### src/dmm_pkg.sv
// Shared types and constants of the dense matrix multiply block.
package dmm_pkg;

  localparam int TYPE_W  = 2;
  localparam int IDX_W   = 6;
  localparam int VAL_W   = 32;
  localparam int SUM_W   = 64;
  localparam int DIM_W   = 7;

  localparam logic [TYPE_W-1:0] REQ_WR_A = 2'd0;
  localparam logic [TYPE_W-1:0] REQ_WR_B = 2'd1;
  localparam logic [TYPE_W-1:0] REQ_RD_C = 2'd2;

  localparam logic [DIM_W-1:0] DIM_RESET = 7'd64;

  localparam logic [SUM_W-1:0] SUM_MAX = {1'b0, {(SUM_W-1){1'b1}}};
  localparam logic [SUM_W-1:0] SUM_MIN = {1'b1, {(SUM_W-1){1'b0}}};

  // controller to datapath
  typedef struct packed {
    logic wr_a;
    logic wr_b;
    logic start;
    logic issue;
    logic publish;
  } cmd_t;

  // datapath to controller
  typedef struct packed {
    logic in_range;
    logic last_k;
    logic pipe_empty;
    logic out_free;
  } sts_t;

endpackage

### src/dmm_ctrl.sv
// Controller state machine: request decode and multiply-accumulate sequencing.
module dmm_ctrl (
  input  logic                       clk,
  input  logic                       rst_n,
  input  logic                       in_valid,
  input  logic [dmm_pkg::TYPE_W-1:0] in_req_type,
  output logic                       in_ready,
  input  dmm_pkg::sts_t              sts,
  output dmm_pkg::cmd_t              cmd
);

  typedef enum logic [3:0] {
    ST_IDLE   = 4'b0001,
    ST_ISSUE  = 4'b0010,
    ST_DRAIN  = 4'b0100,
    ST_FINISH = 4'b1000
  } state_t;

  state_t state_r;
  state_t state_nxt;
  logic   in_fire;

  assign in_ready = (state_r == ST_IDLE);
  assign in_fire  = in_valid && in_ready;

  always_comb begin
    state_nxt   = state_r;
    cmd         = '0;
    cmd.wr_a    = in_fire && (in_req_type == dmm_pkg::REQ_WR_A);
    cmd.wr_b    = in_fire && (in_req_type == dmm_pkg::REQ_WR_B);
    cmd.start   = in_fire && (in_req_type == dmm_pkg::REQ_RD_C);
    case (state_r)
      ST_IDLE: begin
        if (cmd.start) state_nxt = ST_ISSUE;
      end
      ST_ISSUE: begin
        if (!sts.in_range) begin
          state_nxt = ST_FINISH;
        end else begin
          cmd.issue = 1'b1;
          if (sts.last_k) state_nxt = ST_DRAIN;
        end
      end
      ST_DRAIN: begin
        if (sts.pipe_empty) state_nxt = ST_FINISH;
      end
      ST_FINISH: begin
        if (sts.out_free) begin
          cmd.publish = 1'b1;
          state_nxt   = ST_IDLE;
        end
      end
      default: state_nxt = ST_IDLE;
    endcase
  end

  always_ff @(posedge clk) begin
    if (!rst_n) begin
      state_r <= ST_IDLE;
    end else begin
      state_r <= state_nxt;
    end
  end

endmodule

### config.mk
export PLATFORM = sky130hd
export DESIGN_NAME = dmm_ctrl
export DESIGN_NICKNAME = d
export VERILOG_FILES = /design/src/dmm_pkg.sv /design/src/dmm_ctrl.sv
export SDC_FILE = /design/constraint.sdc
export NUM_CORES = 1
export LEC_CHECK = 0
export ABC_AREA = 0
export BUFFER_PORTS_ARGS = -buffer_cell sky130_fd_sc_hd__buf_2
export CELL_PAD_IN_SITES_DETAIL_PLACEMENT = 0
export CELL_PAD_IN_SITES_GLOBAL_PLACEMENT = 1
export CORE_MARGIN = 5
export CORE_UTILIZATION = 27
export CTS_CLUSTER_DIAMETER = 120
export CTS_CLUSTER_SIZE = 30
export DETAILED_ROUTE_END_ITERATION = 8
export PLACE_DENSITY = 0.67
export SLEW_MARGIN = 20
export SYNTH_ARGS = -nofsm -noshare
export SYNTH_HDL_FRONTEND = slang
export SYNTH_SLANG_ARGS = --single-unit
### constraint.sdc
create_clock -name clk -period 1.07 [get_ports clk]
set_input_delay 0.0535 -clock clk [delete_from_list [all_inputs] [get_ports clk]]
set_output_delay 0.0535 -clock clk [all_outputs]
set_load 0.05 [all_outputs]
==> results.toml <==
[finish]
drive_above_1_share = 0.629
largest_reg_flops = 4
syn_to_final_growth_pct = 75.4
largest-register = "state_r"
finalNetCount = 81
fin_area_sq_um = 623
top_regs = "state_r x4"
diodes = 0
fill_cells = 122
utilization = 0.491

[clock_tree]
cts.clk_slew.worst_paths_ns = 0.04
cts-root-buf = "clkbuf_4"
cts_tree = "built"
worstSkewPairLatency_ns = 0.24
cts_max_level = 1
cts-buffers-inserted = 3
numClockSinks = 4
ctsHoldBuffers = 0
cts_buffer_depth = 2

[worst_setup_path]
crit_required_ns = 1.02
crit_path_start = "state_r[2]"
crit_fanout = 3
critPathCapture = "cmd[2]"
r2r_slack_ns = -0.31
rr_worst_depth = 6
timing.rr.end = "state_r[3]"
crit-reg2reg-launch = "state_r[2]"
worst-setup-path-type = "register to output port"
worst_ep_arrival_time_ns = 1.43
critical_path.startpoint_type = "register"
cp-end-kind = "output port"

[placement]
io_buffers = 14
place_hpwl_um = 773
dpl_cell_area_sq_um = 514
place_ws_ns = -0.306
gp_congestion = 0.720

[routing]
first_pass_iters = 2
drtIter0Drc = 1
drc = 0
routedWlPerCell_um = 11.5
ant_nets = 0
routed_wl_um = 980
vias_per_cell = 4.62
vias = 393

[global_routing]
track_usage = 0.107
grt_overflow_total = 0
grt_pass1_wl_um = 1610
antenna_found_initial = 0
grt_max_degree = 8
grt_pass1_vias = 377

[synthesis]
yosysSeqAreaShare = 0.225
ys_ff_latch = 4
synth_fp_nets = 52
synth_commonest_cells = "nand2_1 (5), dfxtp_1 (4), nor2_1 (4), nor3b_1 (4)"
synthCells = 43
syn-cell-area_sq_um = 355
synth.area.top_cells = "dfxtp_1 (23%), mux2i_1 (8.5%), nor3b_1 (8.5%)"
ys_types = 22
avgSynthCellArea_sq_um = 8.26
yosys_warnings = 0
synth_edf_count = 0
yosysTopAreaCell = "dfxtp_1"
synthArstFlopShare = 0
synth_most_common_cell = "nand2_1"
netlist.area_leader.share = 0.225
ys.flop_type = "dfxtp_1"

[die]
die-area_sq_um = 2140
chipHeight_um = 46.3
start_util = 0.280
rows = 13
fp.dieW_um = 46.3
ios = 15
core-area_sq_um = 1270

[status]
violations = "negative setup slack"
status = "finished, violations left"

[sta]
tightest_slew_ns = 0.255
finalCriticalPeriod_ns = 1.49
rsz0062_at_grt = "yes"
final_hold_viol_count = 0
max-slew-margin-rel = 0.830
worst_slack_ns = -0.415
post-route-period-util = 1.39
setup_violations = 10
whs_ns = 0.0651
clock_skew_ns = 0.00478
slew_violations = 0
max_freq_ghz = 0.673

[pwr]
powerDensity_nw_per_um2 = 854
p_leak_nw = 0.294
total_power_w = 0.000532
ir_worst_vdd_uv = 725

[worst_hold_path]
hold_path.class = "input pin to register"

[flow_run]
cap_violations = 0
routing by layer:
metal  global-route usage  vias to the layer above  share of wire
met1                0.129                      176           0.43
met2                0.173                       10           0.51
met5                    0                        -              0
met3               0.0508                        0          0.060
li1                     -                      207              -
met4               0.0170                        0              0
worst min-delay path by stage:
stage	start	endpoint	slack, ns	cells past startpoint
detailed placement	rst_n	state_r[0]	0.32	2
CTS	rst_n	state_r[0]	0.06	2
global route	rst_n	state_r[0]	0.09	2
finish	rst_n	state_r[0]	0.07	2
global placement	rst_n	state_r[0]	0.31	2
floorplan	rst_n	state_r[0]	0.14	1
power breakdown:
part / internal (W) / leakage, nW / switching [W]
clock network: 0.000126 / 0.0138 / 0.0000653
logic: 0.0000909 / 0.247 / 0.0000923
registers: 0.000154 / 0.0335 / 0.00000387
total: 0.000371 / 0.294 / 0.000161
critical path, stage by stage (launching register included):
cell and delay (ns):
dfxtp_2 0.34, nor4b_4 0.32, nand2_2 0.14, nor3b_4 0.21, buf_6 0.18
stage by stage:
step                      TNS, ns  cells
after detailed placement    -1.77     80
after global routing        -3.50     85
after floorplan             -5.63     43
after CTS                   -2.65     84
final                       -2.81     85
after global placement      -1.68     80
final cells by class:
type	instances	area, sq um	area share
sequential	4	82.6	0.133
timing repair buffer	28	224	0.359
inverter	1	3.75	0.00602
clock buffer	3	22.5	0.0361
multi-input combinational	34	272	0.436
tap	15	18.8	0.0301
timing repair:
action	4_1_cts	5_1_grt
buffers inserted	1	1
endpoints found under the setup margin	10	10
pin swaps	4	4
gates resized for setup	18	7
layout by cell type (no fill, tap or decap), types with 2 or more instances in the layout:
| cell type | count |
|---|---|
| buf_2 | 8 |
| buf_4 | 14 |
| buf_6 | 3 |
| buf_8 | 3 |
| clkbuf_4 | 3 |
| dfxtp_1 | 2 |
| dfxtp_2 | 2 |
| mux2i_1 | 3 |
| nand2_1 | 5 |
| nand3_1 | 2 |
| nor2_1 | 3 |
| nor3b_1 | 3 |
| o21ai_1 | 2 |
kinds of logic after synthesis:
family                 after synthesis  synth area share
and+or+nand+nor                     25             0.454
AOI/OAI and AO/OA                    6             0.120
buffers and inverters                5             0.116
DFF                                  4             0.225
muxes                                3            0.0845
Note: power is estimated with default switching activity, not from simulation.
